==> src/rtl/assert_macros.svh <==
// ---------------------------------------------------------------------------
// assertion macros
// shared concurrent assertion forms, empty when SYNTH is set
// ---------------------------------------------------------------------------
`ifndef ASSERT_MACROS_SVH
`define ASSERT_MACROS_SVH

`ifndef SYNTH

// property must hold at every rising clock edge outside reset
`define PSRL_ASSERT(label, clk, rst_n, prop, msg) \
    label: assert property (@(posedge clk) disable iff (!rst_n) (prop)) else $error(msg);

// condition must never be seen at a rising clock edge outside reset
`define PSRL_ASSERT_NEVER(label, clk, rst_n, cond, msg) \
    label: assert property (@(posedge clk) disable iff (!rst_n) !(cond)) else $error(msg);

`else

`define PSRL_ASSERT(label, clk, rst_n, prop, msg)
`define PSRL_ASSERT_NEVER(label, clk, rst_n, cond, msg)

`endif

`endif

==> src/rtl/psrl_ram.sv <==
`timescale 1ns / 1ps
// ---------------------------------------------------------------------------
// psrl_ram
// generic single write port, single read port ram with registered read
// ---------------------------------------------------------------------------
module psrl_ram #(
    parameter int WIDTH = 8,
    parameter int DEPTH = 16
) (
    input  logic                                        i_clk,
    input  logic                                        i_we,
    input  logic [((DEPTH > 1) ? $clog2(DEPTH) : 1)-1:0] i_waddr,
    input  logic [WIDTH-1:0]                            i_wdata,
    input  logic                                        i_re,
    input  logic [((DEPTH > 1) ? $clog2(DEPTH) : 1)-1:0] i_raddr,
    output logic [WIDTH-1:0]                            o_rdata
);

    logic [WIDTH-1:0] r_mem [DEPTH];
    logic [WIDTH-1:0] r_rdata;

    // write port
    always_ff @(posedge i_clk) begin
        if (i_we) begin
            r_mem[i_waddr] <= i_wdata;
        end
    end

    // registered read port
    always_ff @(posedge i_clk) begin
        if (i_re) begin
            r_rdata <= r_mem[i_raddr];
        end
    end

    assign o_rdata = r_rdata;

endmodule

==> config.mk <==
export PLATFORM = sky130hd
export DESIGN_NAME = psrl_ram
export DESIGN_NICKNAME = d
export VERILOG_FILES = /design/src/rtl/assert_macros.svh /design/src/rtl/psrl_ram.sv
export SDC_FILE = /design/constraint.sdc
export NUM_CORES = 1
export LEC_CHECK = 0
export ABC_CLOCK_PERIOD_IN_PS = 2300
export BUFFER_PORTS_ARGS = -buffer_cell sky130_fd_sc_hd__buf_4
export CAP_MARGIN = 20
export CELL_PAD_IN_SITES_DETAIL_PLACEMENT = 0
export CELL_PAD_IN_SITES_GLOBAL_PLACEMENT = 1
export CORE_MARGIN = 2
export CORE_UTILIZATION = 56
export CTS_BUF_LIST = sky130_fd_sc_hd__clkbuf_4 sky130_fd_sc_hd__clkbuf_8
export DETAILED_ROUTE_END_ITERATION = 10
export HOLD_SLACK_MARGIN = 0.1
export PLACE_DENSITY_LB_ADDON = 0.1
export SKIP_CTS_REPAIR_TIMING = 1
export SYNTH_ARGS = -nofsm -noshare
export SYNTH_HDL_FRONTEND = slang
export SYNTH_SLANG_ARGS = --single-unit
==> constraint.sdc <==
create_clock -name i_clk -period 2.3 [get_ports i_clk]
set_input_delay 0.23 -clock i_clk [delete_from_list [all_inputs] [get_ports i_clk]]
set_output_delay 0.23 -clock i_clk [all_outputs]
set_load 0.03 [all_outputs]
After elaboration in Yosys (flattened, before gate mapping) --
Memories as Yosys holds them, arrays and structs flattened. A register that Yosys moved wholly into a read port is not among the register bits. Index checks and enable logic that the tools add are counted. Widths: inputs -> output; s select.
Word-level totals: memories 1, bits of input ports 19, logic and storage cells 3, output and inout port bits 8, bits in registers 0, memory bits (writable) 128
Operators by class: multiplexer cells 2
Memories:
- r_mem | depth 16, width 8, rd ports 1, clocked after memory_dff 1, wr ports 1, RTL line psrl_ram.sv:19 | logic [WIDTH-1:0] r_mem [DEPTH];
Operators with widths (count):
- $mux 1 | 2

Logic depth before layout (Yosys ltp) --
depth in word-level cells 2, mapped depth 5, gate-level depth less buffers 3

Least setup slack after synthesis --
OpenSTA, ideal clock, no wires.
kind input -> register, from input port i_waddr[2] (netlist name), to memory r_mem[0][0] (enable), arrival 1.340 ns, buffers on the path 0, library setup time 0.383 ns, required time 1.917 ns, slack 0.577 ns, cell stages on the path 2, path through or3b_2 -> nor3_1
RTL lines:
- from (decl) | RTL line psrl_ram.sv:12 | input logic [((DEPTH > 1) ? $clog2(DEPTH) : 1)-1:0] i_waddr,
- to (decl) | RTL line psrl_ram.sv:19
No word-level cell before the write port.

==> metrics.md <==
| Metric | Value |
|---|---|
| Die area | `0.0101 sq mm` |
| Worst skew pair latency | `0.42 ns` |
| Worst slew pin tran | `0.619 ns` |
| Final ANT Viol Nets | `0` |
| Detailed Place HPWL | `5940 um` |
| Starting Density | `57.1%` |
| PD cells | `794 mW/mm^2` |
| Die W | `101 um` |
| Port bufs | `26` |
| Via count | `2418` |
| Status | `completed` |
| Routed WL | `9310 um` |
| Hold Crit Class | `input port to register` |
| CP Launch Type | `register` |
| Syn Nets | `248` |
| Worst reg-to-reg path cell count | `3` |
| Critical path buffers and inverters | `0` |
| Grt met3 use | `4.16%` |
| Worst reg2reg path endpoint | `o_rdata[2]$_DFFE_PP_` |
| Worst r2r src | `r_mem[9][2]$_DFFE_PP_` |
| Nets | `304` |
| DP Area | `0.00564 sq mm` |
| Worst vdd ir | `0.438 mV` |
| R2R setup slack | `0.71 ns` |
| Yosys reg bits | `136` |
| CP peak stage delay | `0.55 ns` |
| Grt met2 use | `28.6%` |
| Hold Worst Slack | `0.125 ns` |
| Clock-pin slew reported for the worst setup and hold paths after clock tree synthesis | `0.07 ns` |
| Synth unique cells | `18` |
| Synth-to-layout area growth | `14.3%` |
| I/O pins | `27` |
| Crit path kind | `register to register` |
| # setup viols final | `0` |
| Crit path DAT | `1.76 ns` |
| Worst Setup EP | `o_rdata[2]$_DFFE_PP_` |
| Syn Inst Count | `229` |
| Total gr overflow | `0` |
| Maximum capacitance violations | `0` |
| Slew headroom | `58.6%` |
| Max-slew violation count | `0` |
| Peak Freq | `629 MHz` |
| Clock buffer depth | `2` |
| Hold Path Cell Cnt | `1` |
| Root buf cell | `clkbuf_8` |
| Required time of the critical path | `2.47 ns` |
| Remaining DRCs | `0` |
| GPL Wtd Cong | `0.741` |
| Initial antenna violation count | `0` |
| Met1 Track Usage GR | `30.9%` |
| CTS tree | `yes` |
| CP startpoint | `r_mem[9][2]$_DFFE_PP_` |
| First drt pass iteration count | `4` |
| Die height | `101 um` |
| Crit path depth | `3` |
| Fin crit share | `69.2%` |
| Slowest CP cell | `mux4_1` |
| CP Capture Type | `register` |
| Post-Syn Area | `0.00523 sq mm` |
| Worst Path Max Fanout | `1` |
| Final TNS setup | `0 ns` |
| Core Region | `0.00915 sq mm` |
| Hold Fails Final Rpt | `0` |
| CTS H-Tree Depth | `4` |
| Share of layout cells above drive strength 1 | `30.7%` |
| Cell-by-cell trace of the critical path | `mux4_1, a22oi_1, nand2_1` |
| # rows | `35` |
| Register area share after synthesis | `78.1%` |
| Number of global-route vias before repair | `2366` |
| Worst Skew | `0.0120 ns` |
| First-pass GRT wire length | `13900 um` |
| Syn. warnings | `0` |
| EDFF count, synth | `136` |
| Prevailing post-synth register cell | `edfxtp_1` |
| Initial DRC count | `174` |
| Avg Vias per Cell | `5.94` |
| RSZ-0062 raised after global routing | `false` |
| Period minus WS final | `1.59 ns` |
| # diodes | `0` |
| Total GRT Usage | `20.1%` |
| Drt wl/cell | `22.9 um` |
| TritonCTS Buffers | `17` |
| Average size of a mapped cell | `22.8 sq um` |
| Finished Cell Area | `0.00598 sq mm` |
| Async S/R FF share, synth | `0%` |
| Finished Core Util | `65.3%` |
| Pin count of the biggest net entering global routing | `33` |
| Global route hottest layer | `met1` |
| Leakage | `0.00201 uW` |
| CP top delay family | `multiplexers` |
| CTS Sinks | `136` |
-- synth_stat cells (2+ instances only) --
library cell | instances | area [sq um]
edfxtp_1 | 136 | 4080
nand3b_1 | 2 | 15.0
mux4_1 | 14 | 368
mux4_2 | 18 | 405
nand2b_1 | 2 | 12.5
nand2_1 | 9 | 33.8
nor3_1 | 4 | 20.0
buf_6 | 3 | 33.8
nor2_1 | 13 | 48.8
a22oi_1 | 16 | 120
clkdlybuf4s25_2 | 3 | 30.0
buf_2 | 3 | 15.0
-- placed cells by master, fill, tap and decap left out, types with 2 or more instances in the layout --
cell and n:
mux4_1 14, clkbuf_8 17, nor3_1 4, nand2b_1 2, mux4_2 18, clkinv_2 4, buf_4 45, a22oi_1 16
clkinvlp_4 3, edfxtp_1 136, nand2_1 9, clkinv_1 4, nor2_1 13, nand3b_1 2
-- worst min path at each step --
stage / startpoint / end / slack [ns]
after global placement: i_re / o_rdata[1]$_DFFE_PP_ / 0.54
final: i_wdata[5] / r_mem[6][5]$_DFFE_PP_ / 0.12
after detailed placement: i_re / o_rdata[1]$_DFFE_PP_ / 0.53
after CTS: i_re / o_rdata[1]$_DFFE_PP_ / 0.08
after global routing: i_wdata[5] / r_mem[6][5]$_DFFE_PP_ / 0.13
after floorplan: i_wdata[0] / r_mem[0][0]$_DFFE_PP_ / 0.33
-- report_power, final --
part / total, uW / internal [uW] / switching (uW)
Clock: 1650 / 827 / 819
Combinational: 297 / 126 / 171
Sequential: 2800 / 2790 / 12.2
-- cells by family (layout without fill, tap and decap cells) --
group	count (synthesis)	after routing	share of synthesized area, %
flops	136	136	78.1
buf+inv	10	77	1.65
mux	32	32	14.8
simple gates	35	35	3.14
compound gates	16	16	2.30
-- through the flow --
step                instances  power (uW)  worst slack [ns]
floorplan                 229        3020             0.577
global placement          376        3150             0.304
detailed placement        376        3160             0.308
CTS                       406        4780             0.704
global route              407        4900             0.696
finish                    407        4750             0.710
-- registers in the layout, indices dropped and copies added, names as in the netlist --
register  count
o_rdata       8
r_mem       128
-- layout make-up --
| cell class | count | area (sq um) |
|---|---|---|
| Clock inverter | 12 | 87.6 |
| Clock buffer | 18 | 241 |
| Timing Repair Buffer | 47 | 368 |
| Sequential cell | 136 | 4080 |
| Fill cell | 603 | 3180 |
| Multi-Input combinational cell | 83 | 1060 |
| Tap cell | 111 | 139 |
-- worst register-to-register path, cell delays in order (launching register included) --
cell and delay, ns:
edfxtp_1 0.36, mux4_1 0.55, a22oi_1 0.34, nand2_1 0.08
-- per-layer routing --
layer,share of wire (%),up-vias
li1,-,1093
met1,48,1243
met2,47,70
met3,4.0,12
met4,1.6,0
met5,0,-
Note: power is estimated with default switching activity, not from simulation.
