[config.mk]
export PLATFORM = sky130hd
export DESIGN_NAME = psrl_engine
export DESIGN_NICKNAME = d
export VERILOG_FILES = /design/src/rtl/psrl_pkg.sv /design/src/rtl/psrl_engine.sv
export VERILOG_INCLUDE_DIRS = /design/src /design/src/rtl
export SDC_FILE = /design/constraint.sdc
export NUM_CORES = 1
export LEC_CHECK = 0
export BUFFER_PORTS_ARGS = -buffer_cell sky130_fd_sc_hd__buf_4
export CAP_MARGIN = 5
export CORE_MARGIN = 4
export CORE_UTILIZATION = 56
export CTS_CLUSTER_SIZE = 28
export DETAILED_ROUTE_END_ITERATION = 6
export PLACE_DENSITY = 0.86
export SLEW_MARGIN = 15
export SYNTH_ARGS = -nofsm -noshare
export SYNTH_HDL_FRONTEND = slang
export SYNTH_SLANG_ARGS = --single-unit
[constraint.sdc]
create_clock -name i_clk -period 9.89 [get_ports i_clk]
set_clock_uncertainty 0.05 [all_clocks]
set_input_delay 0.989 -clock i_clk [delete_from_list [all_inputs] [get_ports i_clk]]
set_output_delay 0.989 -clock i_clk [all_outputs]
set_load 0.005 [all_outputs]
[src/rtl/assert_macros.svh]
// ---------------------------------------------------------------------------
// assertion macros
// shared concurrent assertion forms, empty when SYNTH is set
// ---------------------------------------------------------------------------
`ifndef ASSERT_MACROS_SVH
`define ASSERT_MACROS_SVH

`ifndef SYNTH

// property must hold at every rising clock edge outside reset
`define PSRL_ASSERT(label, clk, rst_n, prop, msg) \
    label: assert property (@(posedge clk) disable iff (!rst_n) (prop)) else $error(msg);

// condition must never be seen at a rising clock edge outside reset
`define PSRL_ASSERT_NEVER(label, clk, rst_n, cond, msg) \
    label: assert property (@(posedge clk) disable iff (!rst_n) !(cond)) else $error(msg);

`else

`define PSRL_ASSERT(label, clk, rst_n, prop, msg)
`define PSRL_ASSERT_NEVER(label, clk, rst_n, cond, msg)

`endif

`endif

[src/rtl/psrl_pkg.sv]
`timescale 1ns / 1ps
// ---------------------------------------------------------------------------
// psrl_pkg
// shared constants and types of the per-source rate limiter
// ---------------------------------------------------------------------------
package psrl_pkg;

    // table geometry
    localparam int TABLE_ENTRIES = 64;
    localparam int IDX_W         = (TABLE_ENTRIES > 1) ? $clog2(TABLE_ENTRIES) : 1;
    localparam int CNT_W         = $clog2(TABLE_ENTRIES + 1);

    // field widths
    localparam int ADDR_W  = 32;
    localparam int TIME_W  = 32;
    localparam int COUNT_W = 16;
    localparam int CFG_W   = 16;
    localparam int ENTRY_W = COUNT_W + TIME_W + ADDR_W;

    // stream widths
    localparam int IN_TDATA_W  = ADDR_W + TIME_W;
    localparam int OUT_TDATA_W = 8;

    // configuration port
    localparam int CFG_IDX_W = 1;
    localparam logic [CFG_IDX_W-1:0] REG_MAX_PACKETS   = 1'd0;
    localparam logic [CFG_IDX_W-1:0] REG_WINDOW_LENGTH = 1'd1;

    localparam logic [CFG_W-1:0]   RST_MAX_PACKETS   = 16'd100;
    localparam logic [CFG_W-1:0]   RST_WINDOW_LENGTH = 16'd1000;
    localparam logic [COUNT_W-1:0] COUNT_MAX         = '1;
    localparam logic [COUNT_W-1:0] COUNT_ONE         = COUNT_W'(1);
    localparam logic [CNT_W-1:0]   FILL_FULL         = CNT_W'(TABLE_ENTRIES);

    // one stored source
    typedef struct packed {
        logic [COUNT_W-1:0] count;
        logic [TIME_W-1:0]  start;
        logic [ADDR_W-1:0]  addr;
    } t_entry;

    // result of one packet, limited in the lowest bit
    typedef struct packed {
        logic table_full;
        logic new_source;
        logic limited;
    } t_result;

    // configuration seen by the engine
    typedef struct packed {
        logic [CFG_W-1:0] max_packets;
        logic [CFG_W-1:0] window_length;
    } t_cfg;

    // table memory read request
    typedef struct packed {
        logic             en;
        logic [IDX_W-1:0] addr;
    } t_ram_rd;

    // table memory write request
    typedef struct packed {
        logic             en;
        logic [IDX_W-1:0] addr;
        t_entry           data;
    } t_ram_wr;

    // sequencer states
    typedef enum logic [3:0] {
        S_IDLE   = 4'b0001,
        S_SCAN   = 4'b0010,
        S_AGE    = 4'b0100,
        S_FINISH = 4'b1000
    } t_state;

endpackage

[src/rtl/psrl_engine.sv]
`timescale 1ns / 1ps
`include "assert_macros.svh"
// ---------------------------------------------------------------------------
// psrl_engine
// sequencer that scans the source table with one comparator and updates it
// ---------------------------------------------------------------------------
module psrl_engine import psrl_pkg::*; (
    input  logic              i_clk,
    input  logic              i_rst_n,
    input  logic              i_in_valid,
    output logic              o_in_ready,
    input  logic [ADDR_W-1:0] i_source_addr,
    input  logic [TIME_W-1:0] i_now_ms,
    input  t_cfg              i_cfg,
    output logic              o_res_valid,
    input  logic              i_res_ready,
    output t_result           o_res,
    output t_ram_rd           o_rd,
    input  t_entry            i_rd_data,
    output t_ram_wr           o_wr
);

    t_state             r_state,     n_state;
    logic [ADDR_W-1:0]  r_addr,      n_addr;
    logic [TIME_W-1:0]  r_now,       n_now;
    logic [CNT_W-1:0]   r_rd_idx,    n_rd_idx;
    logic [IDX_W-1:0]   r_data_idx,  n_data_idx;
    logic               r_found,     n_found;
    logic [IDX_W-1:0]   r_hit_idx,   n_hit_idx;
    logic [TIME_W-1:0]  r_hit_start, n_hit_start;
    logic [COUNT_W-1:0] r_hit_count, n_hit_count;
    logic               r_inside,    n_inside;
    logic [CNT_W-1:0]   r_fill,      n_fill;

    logic [TIME_W-1:0]  w_age;
    logic               w_addr_hit;
    logic [COUNT_W-1:0] w_count_inc;
    logic               w_full;
    logic               w_done;

    // shared comparator and the arithmetic of the update
    assign w_addr_hit  = (i_rd_data.addr == r_addr);
    assign w_age       = r_now - r_hit_start;
    assign w_count_inc = (r_hit_count == COUNT_MAX) ? r_hit_count : r_hit_count + COUNT_ONE;
    assign w_full      = (r_fill == FILL_FULL);
    assign w_done      = (r_state == S_FINISH) && i_res_ready;

    assign o_in_ready  = (r_state == S_IDLE) && i_rst_n;
    assign o_res_valid = (r_state == S_FINISH);

    // result of the packet in hand
    always_comb begin
        o_res.limited    = r_found && r_inside && ({1'b0, w_count_inc} > {1'b0, i_cfg.max_packets});
        o_res.new_source = !r_found;
        o_res.table_full = !r_found && w_full;
    end

    // table write on completion: refresh a hit or append a new source
    always_comb begin
        o_wr.en         = w_done && (r_found || !w_full);
        o_wr.addr       = r_found ? r_hit_idx : r_fill[IDX_W-1:0];
        o_wr.data.addr  = r_addr;
        o_wr.data.start = (r_found && r_inside) ? r_hit_start : r_now;
        o_wr.data.count = (r_found && r_inside) ? w_count_inc : COUNT_ONE;
    end

    // sequencer
    always_comb begin
        n_state     = r_state;
        n_addr      = r_addr;
        n_now       = r_now;
        n_rd_idx    = r_rd_idx;
        n_data_idx  = r_data_idx;
        n_found     = r_found;
        n_hit_idx   = r_hit_idx;
        n_hit_start = r_hit_start;
        n_hit_count = r_hit_count;
        n_inside    = r_inside;
        n_fill      = r_fill;
        o_rd.en     = 1'b0;
        o_rd.addr   = r_rd_idx[IDX_W-1:0];

        unique case (r_state)
            S_IDLE: begin
                if (i_in_valid && o_in_ready) begin
                    n_addr     = i_source_addr;
                    n_now      = i_now_ms;
                    n_found    = 1'b0;
                    n_data_idx = '0;
                    if (r_fill != '0) begin
                        o_rd.en   = 1'b1;
                        o_rd.addr = '0;
                        n_rd_idx  = CNT_W'(1);
                        n_state   = S_SCAN;
                    end else begin
                        n_state = S_AGE;
                    end
                end
            end
            S_SCAN: begin
                if (w_addr_hit) begin
                    n_found     = 1'b1;
                    n_hit_idx   = r_data_idx;
                    n_hit_start = i_rd_data.start;
                    n_hit_count = i_rd_data.count;
                    n_state     = S_AGE;
                end else if (r_rd_idx == r_fill) begin
                    n_state = S_AGE;
                end else begin
                    o_rd.en    = 1'b1;
                    n_data_idx = r_rd_idx[IDX_W-1:0];
                    n_rd_idx   = r_rd_idx + CNT_W'(1);
                end
            end
            S_AGE: begin
                n_inside = (w_age < {{(TIME_W - CFG_W){1'b0}}, i_cfg.window_length});
                n_state  = S_FINISH;
            end
            S_FINISH: begin
                if (i_res_ready) begin
                    if (!r_found && !w_full) begin
                        n_fill = r_fill + CNT_W'(1);
                    end
                    n_state = S_IDLE;
                end
            end
            default: begin
                n_state = S_IDLE;
            end
        endcase
    end

    // control state
    always_ff @(posedge i_clk) begin
        if (!i_rst_n) begin
            r_state <= S_IDLE;
            r_fill  <= '0;
        end else begin
            r_state <= n_state;
            r_fill  <= n_fill;
        end
    end

    // working registers
    always_ff @(posedge i_clk) begin
        r_addr      <= n_addr;
        r_now       <= n_now;
        r_rd_idx    <= n_rd_idx;
        r_data_idx  <= n_data_idx;
        r_found     <= n_found;
        r_hit_idx   <= n_hit_idx;
        r_hit_start <= n_hit_start;
        r_hit_count <= n_hit_count;
        r_inside    <= n_inside;
    end

    // checks
    `PSRL_ASSERT(a_fill_bound, i_clk, i_rst_n, r_fill <= FILL_FULL, "fill level beyond table size")
    `PSRL_ASSERT(a_read_stored, i_clk, i_rst_n, o_rd.en |-> (CNT_W'(o_rd.addr) < r_fill), "read of an entry never stored")
    `PSRL_ASSERT(a_fill_step, i_clk, i_rst_n, (r_fill != $past(r_fill)) |-> ($past(r_state == S_FINISH) && (r_fill == $past(r_fill) + CNT_W'(1))), "fill level moved outside a completion")
    `PSRL_ASSERT_NEVER(a_new_limited, i_clk, i_rst_n, o_res_valid && o_res.new_source && o_res.limited, "new source reported as limited")

endmodule

; ---- Word-level counts from Yosys, hierarchy flattened
; Index checks and enable logic that the tools add are counted.
[totals]
regBits = 144
input_bits = 180
output_inout_bits = 99
elab_cells = 80
[classes]
addsub = 4
n_lt_le_gt_ge = 2
eq_ne = 15
muxes = 28
n_reduce_logical = 20
[op_table]
columns = cell, n
row1 = two-way mux 7 bit, 6
row2 = equality test 32 bit, 1
row3 = less-than comparator 32 x 16 -> 1 bit, 1
row4 = two-way mux 16 bit, 2
row5 = two-way mux 32 bit, 1
row6 = subtractor 32 bit, 1
row7 = two-way mux 6 bit, 5
row8 = "adder 16 x 1 -> 16 bit, second input constant", 1
row9 = "equality test 16 bit, second input constant", 1
row10 = greater-than comparator 16 bit, 1
row11 = two-way mux 4 bit, 4
row12 = one-hot mux 4 bit (4 select lines), 1
row13 = "adder 7 x 1 -> 7 bit, second input constant", 2
row14 = one-hot mux 7 bit (2 select lines), 1
row15 = one-hot mux 6 bit (2 select lines), 1
row16 = AND reduction 3 bit, 3
row17 = logical AND 1 bit, 8
row18 = equality test 7 bit, 1
row19 = "equality test 7 bit, second input constant", 1
row20 = nonzero test 7 bit, 1
row21 = "!= test 2 x 1 -> 1 bit, second input constant", 3
row22 = "!= test 2 bit, second input constant", 3
row23 = AND reduction 5 bit, 1
row24 = "equality test 4 x 1 -> 1 bit, second input constant", 1
row25 = other kinds (12), 18

; ---- Longest topological paths before layout
[depth]
word_depth = 5
ltp_mapped = 19
mapped_depth_nobuf = 19

; ---- Worst setup path before layout
; No wires, ideal clock.
[synth_path]
path_kind = input-to-reg
startpoint = input port i_rd_data[6] (netlist name)
endpoint = register r_data_idx[0] (enable)
setup_ns = 0.451
t_arrival_ns = 4.426
required_time_ns = 9.389
path_slack_ns = 4.963
stages = 6
n_path_buf = 0
path_cell_list = xnor2_1 -> nand4_1 -> nor4_1 -> nand4_1 -> nor2_1 -> a21oi_1
[synth_via]
elab_chain_cells = 3
[synth_rtl]
columns = element, line
row1 = from (decl), psrl_engine.sv:19  ; input t_entry i_rd_data,
row2 = equality test 32 bit, psrl_engine.sv:42  ; assign w_addr_hit = (i_rd_data.addr == r_addr);
row3 = != test 2 bit (no line), --
row4 = AND reduction 4 bit (no line), --
row5 = to (signal assigned), psrl_engine.sv:149  ; r_data_idx <= n_data_idx;
row6 = to (decl), psrl_engine.sv:27  ; logic [IDX_W-1:0] r_data_idx, n_data_idx;
; No other way between the ends.
; A chain may end at the register's enable or synchronous reset.

==> metrics.md <==
| Metric | Value |
|---|---|
| Status | `finished, final reports clean` |
| Post-CTS Setup Bufs | `0` |
| Ports | `between 200 and 300` |
| CTS hold repair buffers | `0` |
| Share of layout cells above drive strength 1 | `between 20 and 30%` |
| EDFF count, synth | `133` |
| Post-layout net count | `about 1400` |
| TritonCTS clock tree | `yes` |
| Final worst-path cycle share | `roughly half` |
| Total Routing Usage GR | `between 20% and 30%` |
| Tot Pwr | `1.88 mW` |
| Hold/Removal Path Class | `reg2reg` |
| Clock-pin slew on the worst setup and hold paths | `around 0.06 ns` |
| # port buffers | `roughly 280` |
| Max stage delay on crit path | `a little over 0.4 ns` |
| CTS sink cnt | `~140` |
| Most common cell after layout, fill and taps aside | `buf_4` |
| Commonest non-fill, non-tap cells in the layout | `buf_4, edfxtp_1, inv_1, nand2_1, ha_1` |
| Worst path cell trace | `ha_1, nand3_1, nor2_1, nand2_1, nor2_1, nand3_1, nand4_1, xnor2_1, ha_1, nand3_1, o22ai_1, o21a_1, o21a_1, o21ai_0, nand2b_1, a211oi_1, nor2_1, buf_4` |
| MaxCap Viol Count | `0` |
| RSZ-0062 raised after global routing | `false` |
| Gpl congestion | `around 0.98` |
| WS Path Type | `reg2out` |
| Final-report hold violation count | `0` |
| VDD IR max | `approximately 150 uV` |
| Sequential element share of the synthesized area | `a little under half` |
| Clock Tree Root | `clkbuf_16` |
| Max Root-Sink Buffers | `2` |
| CP max FO | `12` |
| Cell variety after synth | `70` |
| Worst Hold Slack | `~0.37 ns` |
| Post-Syn Nets | `1123` |
| Achievable Freq | `0.199 GHz` |
| Total CTS buffers | `17` |
| Static leakage | `a little over 5 nW` |
| Final TNS setup | `0 ns` |
| Crit path buf inv count | `1` |
| Post-Route WL | `26100 um` |
| Startpoint types | `register` |
| Post-CTS Resized | `0` |
| Pin count of the biggest net entering global routing | `slightly below 80` |
| DR vias | `7757` |
| # H-tree levels | `4` |
| Yosys warnings | `0` |
| DR vias/cell | `between 5 and 6` |
| Ys async rst share | `0%` |
| Synth Area per Inst | `about 10 sq um` |
| Final critical-path required period | `5.02 ns` |
| DRC Markers | `0` |
| Starting Density | `between 50 and 60%` |
| Crit end category | `output port` |
| Worst-Skew Late Latency | `between 0.4 and 0.5 ns` |
| # diodes | `0` |
| Die area | `approximately 18000 sq um` |
| HPWL Detailed | `~20000 um` |
| Slew @ Worst Pin | `roughly 1.1 ns` |
| DIE WIDTH | `135 um` |
| Via count of the first global-routing pass | `7826` |
| Top_reg_cell synth | `edfxtp_1` |
| Core footprint | `15800 sq um` |
| Antenna-violating nets left | `0` |
| Global-route wire length before repair | `40200 um` |
| Die H | `about 130 um` |
| Initial antenna violation count | `0` |
| Mapped cell area | `around 9000 sq um` |
| Area grow syn2layout | `31.5%` |
| Slew Limit Fails | `0` |
| Wire per inst | `between 15 and 20 um` |
| Critical Path Slowest Stage Cell | `edfxtp_1` |
| Post-Syn Instances | `slightly below 900` |
| Row cnt | `46` |
| DR iter-0 viols | `between 500 and 600` |
| Relative slew slack | `26.9%` |
| Final setup vio count | `0` |
| PwrDens | `roughly 160 nW/um^2` |
| Cell family with most CP delay | `simple AND/OR/NAND/NOR gates` |
| Remaining Overflow, GRT | `0` |
| Crit path DAT | `~4.0 ns` |
| Drt first pass iters | `5` |
| Seq cells post-synth | `approximately 140` |
| Worst EP required | `roughly 8.9 ns` |
==> metal layers <==
layer / GRT usage, % / routed length (um) / vias up / part of all wire [%]
met2: 53.2 / 14000 / 330 / 54
met3: 9.02 / 2090 / 61 / 8.0
met1: 29.5 / 9060 / 3642 / 35
li1: - / - / 3724 / -
met5: 0 / 0 / - / 0
met4: 12.0 / 918 / 0 / 3.5
==> worst register-to-register path, delay by kind of cell (launching register included) <==
family / cells / cell delay (ns)
AND/OR/NAND/NOR: 6 / 1.65
adder cells (fa/ha/maj): 2 / 0.55
flip-flops: 1 / 0.41
AO/OA/AOI/OAI: 8 / 1.71
XOR/XNOR: 1 / 0.10
==> sequential cells by signal, indices dropped and copies added (netlist names) <==
signal       flops
r_rd_idx         7
r_inside         1
r_hit_count     16
r_now           32
r_fill           7
r_data_idx       6
r_hit_idx        6
r_hit_start     32
r_found          1
r_state          4
r_addr          32
==> cell usage after synthesis (7+ instances only) <==
master    number  area (sq um)
nand2_1       74           278
nor2_1        45           169
o21a_1         7          52.6
a21oi_1       43           215
nor4_1         9          56.3
and3_1         9          56.3
mux2_2         7          78.8
dfxtp_1       11           220
edfxtp_1     133          3990
xor2_1        21           184
ha_1          66           826
a21o_1        13          97.6
o21ai_0       53           265
nor2b_1       23           144
o22ai_1        7          43.8
a31oi_1        9          56.3
nand2b_1      17           106
inv_1         76           285
and2_1        16           100
xnor2_1       58           508
o211ai_1       7          52.6
a211oi_1       7          52.6
nand4_1       28           175
nand3_1       22           110
o21bai_1       8          60.1
nor3_1         7          35.0
buf_2          8          40.0
clkbuf_1      20          75.1
==> through the flow <==
step | worst slack [ns] | instance area, sq um | instances | utilization (%)
3_3_place_gp | 5.49 | 11200 | 1342 | 71.0
2_1_floorplan | 4.96 | 9000 | 876 | -
4_1_cts | 4.90 | 11800 | 1374 | 74.8
3_5_place_dp | 5.33 | 11200 | 1342 | 71.0
6_report | 4.87 | 11800 | 1374 | 74.8
5_1_grt | 4.55 | 11800 | 1374 | 74.8
==> power breakdown <==
part	switching [mW]	internal (mW)	total (mW)	leakage, nW
Clock	0.284	0.380	0.663	0.289
Sequential	0.0336	0.725	0.759	1.30
Combinational	0.237	0.217	0.454	3.49
Total	0.554	1.32	1.88	5.08
==> cells by family after synthesis <==
group	count (synthesis)	share of synthesized area (%)
DFF	144	46.8
xor gates and xnor gates	79	7.69
adders and majority gates	67	9.40
buffers and inverters	108	4.87
and+or+nand+nor	272	15.9
AOI/OAI and AO/OA	194	13.9
muxes	12	1.45
==> area by class of cell <==
class	instances	area, sq um
fillers	1108	3990
well taps	216	270
flip-flops and latches	144	4210
clock inverters	15	173
multi-input cells	624	4360
inverters	77	289
repair buffers	281	2110
clock buffers	17	425
==> path summary, 6_finish.rpt <==
| kind | startpoint | endpoint | slack [ns] | depth (start not counted) |
|---|---|---|---|---|
| setup / recovery | r_hit_count[0] | o_res[0] | 4.87 | 18 |
| hold / removal | r_data_idx[0] | r_hit_idx[0] | 0.37 | 0 |
| setup reg to reg | r_now[5] | r_inside | 5.27 | 17 |
| hold reg to reg | r_data_idx[0] | r_hit_idx[0] | 0.37 | 0 |
No activity file was read; power rests on OpenSTA's default activity.
